$ cat src/hw/rtl/ulav_pkg.sv
// shared types, constants and helpers of the ula video beam generator
package ulav_pkg;

    localparam int DISPLAY_SIZE = 6912;
    localparam int BITMAP_DEPTH = 6144;
    localparam int ATTR_DEPTH   = DISPLAY_SIZE - BITMAP_DEPTH;
    localparam int PAPER_LINES  = 192;
    localparam int PAPER_DOTS   = 256;
    localparam int FRAMES_WRAP  = 15;

    // configuration register indexes
    localparam logic [2:0] REG_DOTS_PER_LINE     = 3'd0;
    localparam logic [2:0] REG_LINES_PER_FRAME   = 3'd1;
    localparam logic [2:0] REG_PAPER_FIRST_LINE  = 3'd2;
    localparam logic [2:0] REG_INTERRUPT_LENGTH  = 3'd3;
    localparam logic [2:0] REG_PAPER_FIRST_DOT   = 3'd4;
    localparam logic [2:0] REG_VISIBLE_DOT_COUNT = 3'd5;
    localparam logic [2:0] REG_START_DOT         = 3'd6;

    localparam logic [7:0] LEVEL_NORMAL = 8'hCD;
    localparam logic [7:0] LEVEL_BRIGHT = 8'hFF;
    localparam logic [7:0] BUS_IDLE     = 8'hFF;

    typedef struct packed {
        logic [9:0] dots_per_line;
        logic [8:0] frame_lines;
        logic [8:0] paper_first_line;
        logic [7:0] interrupt_length;
        logic [9:0] paper_first_dot;
        logic [9:0] visible_dot_count;
        logic [9:0] start_dot;
    } cfg_t;

    localparam cfg_t CFG_RESET = '{
        dots_per_line:     10'd448,
        frame_lines:       9'd312,
        paper_first_line:  9'd64,
        interrupt_length:  8'd64,
        paper_first_dot:   10'd48,
        visible_dot_count: 10'd352,
        start_dot:         10'd0
    };

    // product of the reset wrap points
    localparam logic [18:0] FRAME_DOTS_RESET = 19'd139776;

    // one dot in flight between the beam counters and the renderer
    typedef struct packed {
        logic       is_write;
        logic       paper;
        logic       visible;
        logic       fetch;
        logic [3:0] px_lo;
        logic [2:0] border;
        logic       flash;
        logic       irq;
        logic [8:0] line;
        logic [9:0] dot;
    } beat_t;

    // display store access for one accepted item
    typedef struct packed {
        logic        rd_en;
        logic [12:0] bm_addr0;
        logic [12:0] bm_addr1;
        logic [9:0]  at_addr0;
        logic [9:0]  at_addr1;
        logic        bm_we;
        logic        at_we;
        logic [12:0] wr_bm_addr;
        logic [9:0]  wr_at_addr;
        logic [7:0]  wr_data;
    } mem_req_t;

    function automatic logic [7:0] level_of(input logic on, input logic bright);
        logic [7:0] lvl;
        lvl = 8'd0;
        if (on)
        begin
            lvl = bright ? LEVEL_BRIGHT : LEVEL_NORMAL;
        end
        return lvl;
    endfunction

endpackage

$ cat src/hw/rtl/ulav_if.sv
// valid/ready channel interfaces of the ula video beam generator
interface ulav_in_if;
    logic        valid;
    logic        ready;
    logic        mode;
    logic [12:0] write_address;
    logic [7:0]  write_data;
    logic [2:0]  border_colour;

    modport source (output valid, mode, write_address, write_data, border_colour,
                    input ready);
    modport sink (input valid, mode, write_address, write_data, border_colour,
                  output ready);
endinterface


interface ulav_cfg_if;
    logic       valid;
    logic       ready;
    logic [2:0] index;
    logic [9:0] data;

    modport source (output valid, index, data, input ready);
    modport sink (input valid, index, data, output ready);
endinterface

$ cat src/hw/rtl/ulav_beam.sv
// beam counters, configuration registers and display store addressing
module ulav_beam (
    input  logic               clk,
    input  logic               rst_n,
    ulav_cfg_if.sink           cfg,
    ulav_in_if.sink            tick,
    input  logic               take,
    output logic               beat_valid,
    output ulav_pkg::beat_t    beat,
    output ulav_pkg::mem_req_t req
);
    import ulav_pkg::*;

    cfg_t        cfg_reg, cfg_next;
    logic [18:0] frame_dots_reg;
    logic [9:0]  dot_reg, dot_next;
    logic [8:0]  line_reg, line_next;
    logic [18:0] frame_reg, frame_next;
    logic [3:0]  frames_reg, frames_next;
    logic        flash_reg, flash_next;
    logic [2:0]  border_reg, border_next;
    logic        beat_valid_reg, beat_valid_next;
    beat_t       beat_reg, beat_next;

    logic        accept;
    logic        is_tick;
    logic [9:0]  line_top;
    logic [10:0] dot_top;
    logic        paper;
    logic [7:0]  px;
    logic [7:0]  y;
    logic        fetch;
    logic [10:0] dot_inc;
    logic [9:0]  line_inc;
    logic [19:0] frame_inc;

    assign cfg.ready  = 1'b1;
    assign tick.ready = !beat_valid_reg || take;
    assign accept     = tick.valid && tick.ready;
    assign is_tick    = accept && !tick.mode;

    // paper window and position inside it
    always_comb
    begin
        line_top = {1'b0, cfg_reg.paper_first_line} + 10'(PAPER_LINES);
        dot_top  = {1'b0, cfg_reg.paper_first_dot} + 11'(PAPER_DOTS);
        paper    = (line_reg >= cfg_reg.paper_first_line) && ({1'b0, line_reg} < line_top)
                && (dot_reg >= cfg_reg.paper_first_dot) && ({1'b0, dot_reg} < dot_top);
        px       = 8'(dot_reg - cfg_reg.paper_first_dot);
        y        = 8'(line_reg - {1'b0, cfg_reg.paper_first_line});
        fetch    = paper && (px[3:0] == 4'd0);
    end

    // scrambled bitmap rows, linear attribute cells
    always_comb
    begin
        req.rd_en      = is_tick && fetch;
        req.bm_addr0   = {y[7:6], y[2:0], y[5:3], px[7:4], 1'b0};
        req.bm_addr1   = {y[7:6], y[2:0], y[5:3], px[7:4], 1'b1};
        req.at_addr0   = {y[7:3], px[7:4], 1'b0};
        req.at_addr1   = {y[7:3], px[7:4], 1'b1};
        req.bm_we      = accept && tick.mode && (tick.write_address < 13'(BITMAP_DEPTH));
        req.at_we      = accept && tick.mode && (tick.write_address >= 13'(BITMAP_DEPTH))
                      && (tick.write_address < 13'(DISPLAY_SIZE));
        req.wr_bm_addr = tick.write_address;
        req.wr_at_addr = tick.write_address[9:0];
        req.wr_data    = tick.write_data;
    end

    always_comb
    begin
        border_next = border_reg;
        if (is_tick && (dot_reg[2:0] == 3'd0))
        begin
            border_next = tick.border_colour;
        end

        beat_next          = '0;
        beat_next.is_write = tick.mode;
        if (!tick.mode)
        begin
            beat_next.paper   = paper;
            beat_next.visible = dot_reg < cfg_reg.visible_dot_count;
            beat_next.fetch   = fetch;
            beat_next.px_lo   = px[3:0];
            beat_next.border  = border_next;
            beat_next.flash   = flash_reg;
            beat_next.irq     = frame_reg < 19'(cfg_reg.interrupt_length);
            beat_next.line    = line_reg;
            beat_next.dot     = dot_reg;
        end

        beat_valid_next = beat_valid_reg;
        if (accept)
        begin
            beat_valid_next = 1'b1;
        end
        else if (take)
        begin
            beat_valid_next = 1'b0;
        end
    end

    // counter advance, start dot write reloads the dot position
    always_comb
    begin
        dot_inc     = {1'b0, dot_reg} + 11'd1;
        line_inc    = {1'b0, line_reg} + 10'd1;
        frame_inc   = {1'b0, frame_reg} + 20'd1;
        dot_next    = dot_reg;
        line_next   = line_reg;
        frame_next  = frame_reg;
        frames_next = frames_reg;
        flash_next  = flash_reg;
        if (is_tick)
        begin
            if (dot_inc >= {1'b0, cfg_reg.dots_per_line})
            begin
                dot_next = 10'd0;
                if (line_inc >= {1'b0, cfg_reg.frame_lines})
                begin
                    line_next = 9'd0;
                end
                else
                begin
                    line_next = line_inc[8:0];
                end
            end
            else
            begin
                dot_next = dot_inc[9:0];
            end

            if (frame_inc >= {1'b0, frame_dots_reg})
            begin
                frame_next  = 19'd0;
                frames_next = frames_reg + 4'd1;
                if (frames_reg == 4'(FRAMES_WRAP))
                begin
                    flash_next = !flash_reg;
                end
            end
            else
            begin
                frame_next = frame_inc[18:0];
            end
        end

        cfg_next = cfg_reg;
        if (cfg.valid)
        begin
            case (cfg.index)
                REG_DOTS_PER_LINE:     cfg_next.dots_per_line     = cfg.data;
                REG_LINES_PER_FRAME:   cfg_next.frame_lines       = cfg.data[8:0];
                REG_PAPER_FIRST_LINE:  cfg_next.paper_first_line  = cfg.data[8:0];
                REG_INTERRUPT_LENGTH:  cfg_next.interrupt_length  = cfg.data[7:0];
                REG_PAPER_FIRST_DOT:   cfg_next.paper_first_dot   = cfg.data;
                REG_VISIBLE_DOT_COUNT: cfg_next.visible_dot_count = cfg.data;
                REG_START_DOT:
                begin
                    cfg_next.start_dot = cfg.data;
                    dot_next           = cfg.data;
                end
                default: ;
            endcase
        end
    end

    always_ff @(posedge clk or negedge rst_n)
    begin
        if (!rst_n)
        begin
            cfg_reg        <= CFG_RESET;
            frame_dots_reg <= FRAME_DOTS_RESET;
            dot_reg        <= CFG_RESET.start_dot;
            line_reg       <= '0;
            frame_reg      <= '0;
            frames_reg     <= '0;
            flash_reg      <= 1'b0;
            border_reg     <= '0;
            beat_valid_reg <= 1'b0;
        end
        else
        begin
            cfg_reg        <= cfg_next;
            frame_dots_reg <= 19'({9'd0, cfg_next.dots_per_line}
                                  * {10'd0, cfg_next.frame_lines});
            dot_reg        <= dot_next;
            line_reg       <= line_next;
            frame_reg      <= frame_next;
            frames_reg     <= frames_next;
            flash_reg      <= flash_next;
            border_reg     <= border_next;
            beat_valid_reg <= beat_valid_next;
        end
    end

    always_ff @(posedge clk)
    begin
        if (accept)
        begin
            beat_reg <= beat_next;
        end
    end

    assign beat_valid = beat_valid_reg;
    assign beat       = beat_reg;

endmodule

$ cat src/flat_wrapper.sv
// flat-port wrapper written by rule: the top's interface ports become plain ports
module ulav_beam_flat import ulav_pkg::*;
  (clk, rst_n, take, beat_valid, beat, req, cfg_valid, cfg_index, cfg_data, cfg_ready, tick_valid, tick_mode, tick_write_address, tick_write_data, tick_border_colour, tick_ready);
  ulav_cfg_if cfg_i ();
  ulav_in_if tick_i ();
  input  logic clk;
  input  logic rst_n;
  input  logic take;
  output logic beat_valid;
  output ulav_pkg::beat_t beat;
  output ulav_pkg::mem_req_t req;
  input wire logic [$bits(cfg_i.valid)-1:0] cfg_valid;
  input wire logic [$bits(cfg_i.index)-1:0] cfg_index;
  input wire logic [$bits(cfg_i.data)-1:0] cfg_data;
  output wire logic [$bits(cfg_i.ready)-1:0] cfg_ready;
  input wire logic [$bits(tick_i.valid)-1:0] tick_valid;
  input wire logic [$bits(tick_i.mode)-1:0] tick_mode;
  input wire logic [$bits(tick_i.write_address)-1:0] tick_write_address;
  input wire logic [$bits(tick_i.write_data)-1:0] tick_write_data;
  input wire logic [$bits(tick_i.border_colour)-1:0] tick_border_colour;
  output wire logic [$bits(tick_i.ready)-1:0] tick_ready;
  assign cfg_i.valid = cfg_valid;
  assign cfg_i.index = cfg_index;
  assign cfg_i.data = cfg_data;
  assign cfg_ready = cfg_i.ready;
  assign tick_i.valid = tick_valid;
  assign tick_i.mode = tick_mode;
  assign tick_i.write_address = tick_write_address;
  assign tick_i.write_data = tick_write_data;
  assign tick_i.border_colour = tick_border_colour;
  assign tick_ready = tick_i.ready;
  ulav_beam u_core (.clk(clk), .rst_n(rst_n), .cfg(cfg_i), .tick(tick_i), .take(take), .beat_valid(beat_valid), .beat(beat), .req(req));
endmodule
$ cat config.mk
export PLATFORM = sky130hd
export DESIGN_NAME = ulav_beam_flat
export DESIGN_NICKNAME = d
export VERILOG_FILES = /design/src/hw/rtl/ulav_pkg.sv /design/src/hw/rtl/ulav_if.sv /design/src/hw/rtl/ulav_beam.sv /design/src/flat_wrapper.sv
export SDC_FILE = /design/constraint.sdc
export NUM_CORES = 1
export LEC_CHECK = 0
export BUFFER_PORTS_ARGS = -buffer_cell sky130_fd_sc_hd__buf_2
export CORE_MARGIN = 1
export CORE_UTILIZATION = 45
export CTS_BUF_LIST = sky130_fd_sc_hd__clkbuf_8
export CTS_CLUSTER_SIZE = 20
export DETAILED_ROUTE_END_ITERATION = 8
export PLACE_DENSITY_LB_ADDON = 0.3
export SYNTH_ARGS = -nofsm -noshare
export SYNTH_HDL_FRONTEND = slang
export SYNTH_SLANG_ARGS = --single-unit
$ cat constraint.sdc
create_clock -name clk -period 8.6 [get_ports clk]
set_clock_uncertainty 0.1 [all_clocks]
set_input_delay 0 -clock clk [delete_from_list [all_inputs] [get_ports clk]]
set_output_delay 0 -clock clk [all_outputs]
set_load 0.02 [all_outputs]
# --- Word-level counts from Yosys, hierarchy flattened ---
# Cells that the tools add are included.
classes:
  addsub: 8
  n_mul: 1
  order_cmp: 12
  eq_ne: 7
  muxes: 17
  reduce_logical: 28
op_table:
  columns: ["cell", "count"]
  rows:
  - ["$mux W10", 8]
  - ["$mux W66", 1]
  - ["$mux W9", 3]
  - ["$lt A13 B13 Y1 const B", 2]
  - ["$add A19 B1 Y20 const B", 1]
  - ["$ge A20 B19 Y1", 1]
  - ["$lt A19 B8 Y1", 1]
  - ["$mul A10 B9 Y19", 1]
  - ["$mux W19", 1]
  - ["$sub A8 B8 Y8", 2]
  - ["$reduce_and A2 Y1", 7]
  - ["$ge A13 B13 Y1 const B", 1]
  - ["$logic_and A1 B1 Y1", 12]
  - ["$add A10 B1 Y11 const B", 1]
  - ["$add A10 B9 Y11 const B", 1]
  - ["$ge A11 B10 Y1", 1]
  - ["$lt A10 B11 Y1", 1]
  - ["$add A9 B1 Y10 const B", 1]
  - ["$add A9 B8 Y10 const B", 1]
  - ["$ge A10 B10 Y1", 1]
  - ["$ge A10 B9 Y1", 1]
  - ["$lt A10 B10 Y1", 1]
  - ["$lt A9 B10 Y1", 1]
  - ["$eq A3 B3 Y1 const B", 3]
  - ["14 further kinds", 19]
word_totals:
  reg_bits: 164
  input_bits: 43
  elab_cells: 98

# --- Depth between registers and ports, before layout ---
# Gate-level depths: netlist (run 1).
logic_depth:
  word_depth: 7
  ltp_mapped: 22

# --- Least setup slack after synthesis (run 1) ---
# Ideal clock, no wire load.
synth_timing:
  path_kind: "input to register"
  start: "input port cfg_index[2]"
  end: "register u_core.frame_dots_reg[16]"
  setup_time_ns: 0.079
  arrival_time_ns: 4.806
  setup_slack_ns: 3.615
  cell_stages: 18
  path_buffers: 1
  path_cell_list: "nand2b_1 > nor3b_1 > buf_2 > mux2i_1 > inv_1 > nand2_1 > fa_1 > fa_1 > inv_1 > fa_1 > fa_1 > ha_1 > o21ai_0 > o21a_1 > o31ai_1 > a21oi_1 > o21ai_0 > xor2_1"
synth_rtl:
  columns: ["element", "line", "text"]
  rows:
  - ["start: declaration", "flat_wrapper.sv:13", "input wire logic [$bits(cfg_i.index)-1:0] cfg_index;"]
  - ["end signal: assignment", "ulav_beam.sv:186", "frame_dots_reg <= 19'({9'd0, cfg_next.dots_per_line}"]
  - ["end: declaration", "ulav_beam.sv:15", "logic [18:0] frame_dots_reg;"]

==> run metrics, run 1 <==
max FFs per register 56; Ports between 150 and 200; Top Usage Layer GRT met2; Slew @ Worst Pin 1166 ps; Synth warnings 0; Mean Syn Cell Area between 9 and 10 um2; worst vdd ir 289.8 uV; root buf cell clkbuf_8; die area between 20000 and 30000 um2; sequential-to-total area share from yosys stat 0.3323; worst path required time a little under 9000 ps; routability congestion estimate from global placement 0.8673; nets@finish 1581; CP arrival between 6000 and 7000 ps; initial antenna violation count 0; pin count of the biggest net entering global routing about 70; final setup fails 0; H-tree depth 4; Syn Inst Count ~1.3k; CTS buffer count 17; Post-CTS Setup Bufs 0; setup_tns 0 ps; DP Wirelength between 20000 and 25000 um; largest cells by area after synthesis dfrtp_1 22%, ha_1 13%, fa_1 9.7%; ANT cells 0; post-route insts no fill between 1.5k and 2k; clk_lat worst skew around 460 ps; number of synthesized flops with an enable pin 32; violated checks DRC; hold crit path type input port to async pin; Setup crit end kind flop; Antenna Nets Post-Route 0; placed cells roughly 1.6k; drc violations 13; post-synth top area share 0.2164; I/O Buffers 112; Seq cells post-synth 154; Slew Limit Fails 0; Cell Rows 59; Die H roughly 170 um; die width 166.3 um; routed vias/inst about 5.3; Clock Tree Buf Depth 2; status complete, but fails checks; synthesis-to-layout area growth 9.500%; worst-path cell chain dlygate4sd3_1, buf_2, nor3_2, mux2i_1, inv_1, nand2_1, fa_1, fa_1, inv_1, fa_1, fa_1, ha_1, o21ai_0, o21a_1, o31ai_1, a21oi_1, o21ai_0, xor2_1; slowest CP cell nor3_2; GRT Residual Overflow 0; ys flop type dfrtp_1; met2 Track Usage GR 0.3276; M3 GR Usage 0.02836; CTS clk-pin slew, worst paths around 90 ps; Worst slew margin 0.2184; global-route wire length before repair roughly 44000 um; max incr delay on CP about 920 ps; crit-path most repeated cell fa_1; post-DR wirelength/cell 15.73 um; vias in the first global route between 8k and 9k; TritonRoute pass-1 iters 9; final period utilization 0.6989; power density cells about 380 nW/um2; RSZ-0062 raised after global routing no; fin crit period between 6000 and 7000 ps; met1 Usage GRT 0.2706; final WL approximately 27000 um; Distinct cells, synth just under 70; CTS Sinks roughly 150; P_leak roughly 0.0065 uW; Mapped Area ~12000 um2; Initial Util 0.4621; Max Freq roughly 170 MHz; gr usage total 0.1980; cell taking the most area after synthesis dfrtp_1; Worst setup SP type input port; ys async rst share 0.7922; Hold Fails Final Rpt 0; WS Path Type input port to flop; maxcap violations 0; CTS tree done; CP max FO 10; Core Footprint around 26000 um2; share of cells above drive strength 1 0.1586; # fillers ~2.4k; DR vias between 9k and 10k; Iter 0 DRT Violations about 630
-- cells in the mapped netlist, drive strengths merged, types with 9 or more instances --
cell	count
a211oi	9
mux2i	17
mux2	30
nand2	102
o21ai	63
nor2	109
inv	173
fa	59
a21o	18
nor2b	36
a21oi	43
clkbuf	19
ha	124
nor4	10
dfrtp	105
nor3	22
dfstp	17
and3	10
edfxtp	32
xnor2	37
a22o	10
xor2	23
nand3	19
nand2b	10
buf	82
nand4	11
-- timing repair --
action / CTS / global route
hold buffers: 34 / 0
endpoints found under the hold margin: 131 / 0
gates resized for setup: 0 / 0
-- per-layer routing --
metal	routed length, um	vias up	part of all wire
met1	12260	4366	0.46
met3	1356	32	0.051
met4	387	0	0.014
li1	-	4363	-
met5	0	-	0
met2	12780	266	0.48
-- where the power goes --
group          internal, uW  switching, uW
registers               977            153
clock network           268            307
logic                  1360           1950
-- critical path, delay by kind of cell --
family / cells / cell delay [ps]
xor gates and xnor gates: 1 / 180
and+or+nand+nor: 2 / 1060
buffers and inverters: 4 / 980
AOI/OAI and AO/OA: 5 / 1130
muxes: 1 / 590
adders and majority gates: 5 / 2360
-- cell families (layout without fill, tap and decap cells) --
logic type      count (synthesis)  after routing  synth area share
xor+xnor                       60             60           0.04328
fa+ha+maj                     183            183            0.2250
compound gates                203            203            0.1080
flops                         154            154            0.3323
buf+inv                       274            363            0.1108
simple gates                  353            353            0.1382
mux                            47             47           0.04183
other cells                     2              5         0.0006185
-- placed cells by master, fill, tap and decap left out, drive strengths merged, types with 37 or more instances in the layout --
cell / n
o21ai: 63
ha: 124
nand2: 102
a21oi: 43
xnor2: 37
nor2: 109
fa: 59
inv: 178
buf: 124
dfrtp: 105
-- final timing paths --
kind / from / to / slack, ps / depth (start not counted)
max: cfg_index[0] / u_core.frame_dots_reg[16] / 2590 / 18
min: rst_n / u_core.frame_dots_reg[18] / 20 / 2
max reg2reg: u_core.cfg_reg[48] / u_core.frame_dots_reg[17] / 3250 / 18
min reg2reg: u_core.flash_reg / u_core.flash_reg / 380 / 1
max in group asynchronous: rst_n / u_core.cfg_reg[58] / 7010 / 3
min in group clk: tick_mode / u_core.beat[31] / 50 / 1
-- cell type report --
| cell class | count | area (um2) | area share |
|---|---|---|---|
| multi-input cells | 851 | 6782 | 0.5100 |
| flip-flops and latches | 154 | 4035 | 0.3035 |
| repair buffers | 158 | 993.5 | 0.07472 |
| inverters | 173 | 649.4 | 0.04884 |
| well taps | 335 | 419.2 | 0.03152 |
| clock buffers | 17 | 234.0 | 0.01760 |
| clock inverters | 15 | 183.9 | 0.01383 |
-- stage by stage --
step           utilization  hold slack [ps]  total power [uW]  cell area [um2]  worst slack, ps
2_1_floorplan            -           -395.6              3900            12150             3615
3_3_place_gp        0.4771           -99.86              4388            12540             2737
3_5_place_dp        0.4771           -99.86              4445            12540             2549
4_1_cts             0.5060            37.85              5059            13300             2630
5_1_grt             0.5060            68.45              5524            13300             2203
6_report            0.5060            17.50              5015            13300             2590
Note: power is estimated with default switching activity, not from simulation.
==> inputs of run 2 (changes only) <==
- ABC_AREA: unset -> 1
- clock period: 8.6 -> 6.06 ns (I/O delays scaled with it)
==> run metrics, run 2 <==
vias in the first global route 9329 (+10%); max FFs per register 56 (unchanged); CTS tree done; final setup fails 0 (unchanged); initial antenna violation count 0 (unchanged); ANT cells 0 (unchanged); most frequent cells in the layout 280 x nand2_1, 273 x inv_1, 145 x nor2_1; post-route cell area 13460 um2 (+1.2%); gr usage total 0.2162 (+0.01823); CTS buffer count 17 (unchanged); die width 167.7 um (+0.85%); # resized after CTS 0 (unchanged); routability congestion estimate from global placement 0.9111 (+5.1%); root buf cell clkbuf_8; fin crit period 4925 ps; crit-path leading delay family adder cells; Max Freq just over 200 MHz; CTS Sinks 154 (unchanged); synth cell count leaders 280 x nand2_1, 273 x inv_1, 145 x nor2_1; final period utilization 0.8127; Die H 167.7 um (+0.85%); I/O Buffers 112 (unchanged); largest cells by area after synthesis dfrtp_1 21%, ha_1 13%, fa_1 9.6%; CP max FO 18 (+8); Setup crit end kind flop; Synth Area in XOR/XNOR 0.03818 (-0.005092); placed cells 1861 (+14%); TritonRoute pass-1 iters 5 (-4); Seq cells post-synth 154 (unchanged); maxcap violations 0 (unchanged); Antenna Nets Post-Route 0 (unchanged); Syn Inst Count 1491 (+17%); post-DR wirelength/cell 15.29 um (-2.8%); number of synthesized flops with an enable pin 32 (unchanged); routed vias/inst 5.117 (-3.5%); Distinct cells, synth 52 (-24%); Slew Limit Fails 0 (unchanged); drc violations 0 (-13); Slew @ Worst Pin 1105 ps (-60.68 ps); worst r2r src u_core.cfg_reg[63]; DR vias 9850 (+9.1%); mux contribution to synthesized area 0 (-0.04183); Mean Syn Cell Area 8.285 um2 (-13%); Adder-Cell Fraction of Synth Area 0.2212 (-0.003829); cell depth of the worst flop-to-flop path 17 (-1); Worst slew margin 0.2623 (+0.04388); CP Buf/Inv Count 6 (+2); Synth warnings 0 (unchanged); Post-CTS Setup Bufs 0 (unchanged); worst path required time 6320 ps (-2560 ps); ys flop type dfrtp_1; Initial Util 0.4584 (-0.003698); Worst setup SP type input port; clk_lat worst skew 470 ps (about the same); die area 28120 um2 (+1.7%); Setup Slack @ Placement 718.6 ps (-1831 ps); Hold Path Cell Cnt 1; sequential-to-total area share from yosys stat 0.3266 (-0.005655); final worst slack 1135 ps (-1455 ps); nets@finish 1797 (+14%); post-route insts no fill 1925 (+13%); Ports 158 (unchanged); WHS Endpoint u_core.beat[31]; Worst R2R Setup Slack 1210 ps (-2040 ps); Synth Area in Simple Gates 0.1837 (+0.04556); global-route wire length before repair 47800 um (+9.8%); worst-path cell chain buf_2, inv_1, nor2_1, nand2_1, o21ai_0, clkinv_1, nand2_1, fa_1, inv_1, fa_1, inv_1, fa_1, fa_1, inv_1, ha_1, a21oi_1, nand2_1, a21oi_1, o21ai_0, o21a_1, xor2_1; CP arrival 5190 ps (-1100 ps); pin count of the biggest net entering global routing 69 (-2.8%); DP Wirelength 22400 um (+11%); Cell Rows 60 (+1.7%); RSZ-0062 raised after global routing no; ys async rst share 0.7922 (unchanged); hold crit path type input port to flop; H-tree depth 4 (unchanged); Mapped Area 12350 um2 (+1.7%); Iter 0 DRT Violations 583 (-7.9%); top-count cell post-synth nand2_1; Hold Fails Final Rpt 0 (unchanged); GRT Residual Overflow 0 (unchanged); WS Path Type input port to flop; post-synth top area share 0.2127 (-0.003682); setup_tns 0 ps (unchanged); Core Footprint 26950 um2 (+2.6%); share of cells above drive strength 1 0.1294 (-0.02921); commonest non-fill, non-tap cell in the layout nand2_1; final WL 29440 um (+9.9%); largest family of logic cells by synthesized area adder cells; CTS clk-pin slew, worst paths 100 ps (about the same); reg2reg end u_core.frame_dots_reg[14]; cell taking the most area after synthesis dfrtp_1; synthesis-to-layout area growth 8.954%; # fillers 2580 (+6.0%); max incr delay on CP 580 ps (-340 ps); Synth Area in Compound Gates 0.09268 (-0.01531); status finished, final reports clean; Placed Area 12780 um2 (+1.9%); Worst Hold Launch tick_mode; Clock Tree Buf Depth 2 (unchanged); slowest CP cell o21ai_0
## run 2: logic make-up after synthesis
kind of cell,Yosys count
simple gates,531
buf+inv,373
compound gates,195
fa+ha+maj,183
flops,154
xor+xnor,53
other cells,2
## run 2: area by class of cell
cell class                 count  area (um2)  area share
clock buffer                  18       247.7     0.01841
multi-input combinational    967        6643      0.4935
sequential                   154        4035      0.2998
tap                          341       426.7     0.03170
clock inverter                14       112.6    0.008367
inverter                     278        1044     0.07753
timing repair buffer         153       950.9     0.07065
## run 2: routing by layer
| layer | GRT usage | part of all wire | vias to the layer above | wire, um |
|---|---|---|---|---|
| li1 | - | - | 4802 | - |
| met1 | 0.3095 | 0.47 | 4737 | 13940 |
| met2 | 0.3496 | 0.47 | 288 | 13850 |
| met3 | 0.02434 | 0.045 | 23 | 1321 |
| met4 | 0.05146 | 0.011 | 0 | 323 |
| met5 | 0 | 0 | - | 0 |
## run 2: timing repair
action,in CTS,in global routing
hold buffers,32,0
hold endpoints to repair,138,0
endpoints found under the setup margin,0,0
## run 2: worst max path at each step
stage | cells after the start | startpoint | to | slack (ps)
2_1_floorplan | 19 | u_core.cfg_reg[62] | u_core.frame_dots_reg[14] | 1680
3_3_place_gp | 20 | cfg_index[2] | u_core.frame_dots_reg[14] | 850
3_5_place_dp | 21 | cfg_index[0] | u_core.frame_dots_reg[14] | 720
4_1_cts | 21 | cfg_index[0] | u_core.frame_dots_reg[14] | 1220
5_1_grt | 22 | cfg_index[0] | u_core.frame_dots_reg[18] | 780
6_report | 21 | cfg_index[0] | u_core.frame_dots_reg[14] | 1140
## run 2: per-stage QoR
step | hold slack, ps | utilization
after CTS | 4.121 | 0.4994
after detailed placement | -99.86 | 0.4741
after global routing | 37.92 | 0.4994
after floorplan | -395.6 | -
after global placement | -99.86 | 0.4741
final | 15.87 | 0.4994
Power of run 2 is left out: the tool's default activity adds up to more than one toggle a clock period on the data nets, which glitch-free logic cannot reach.
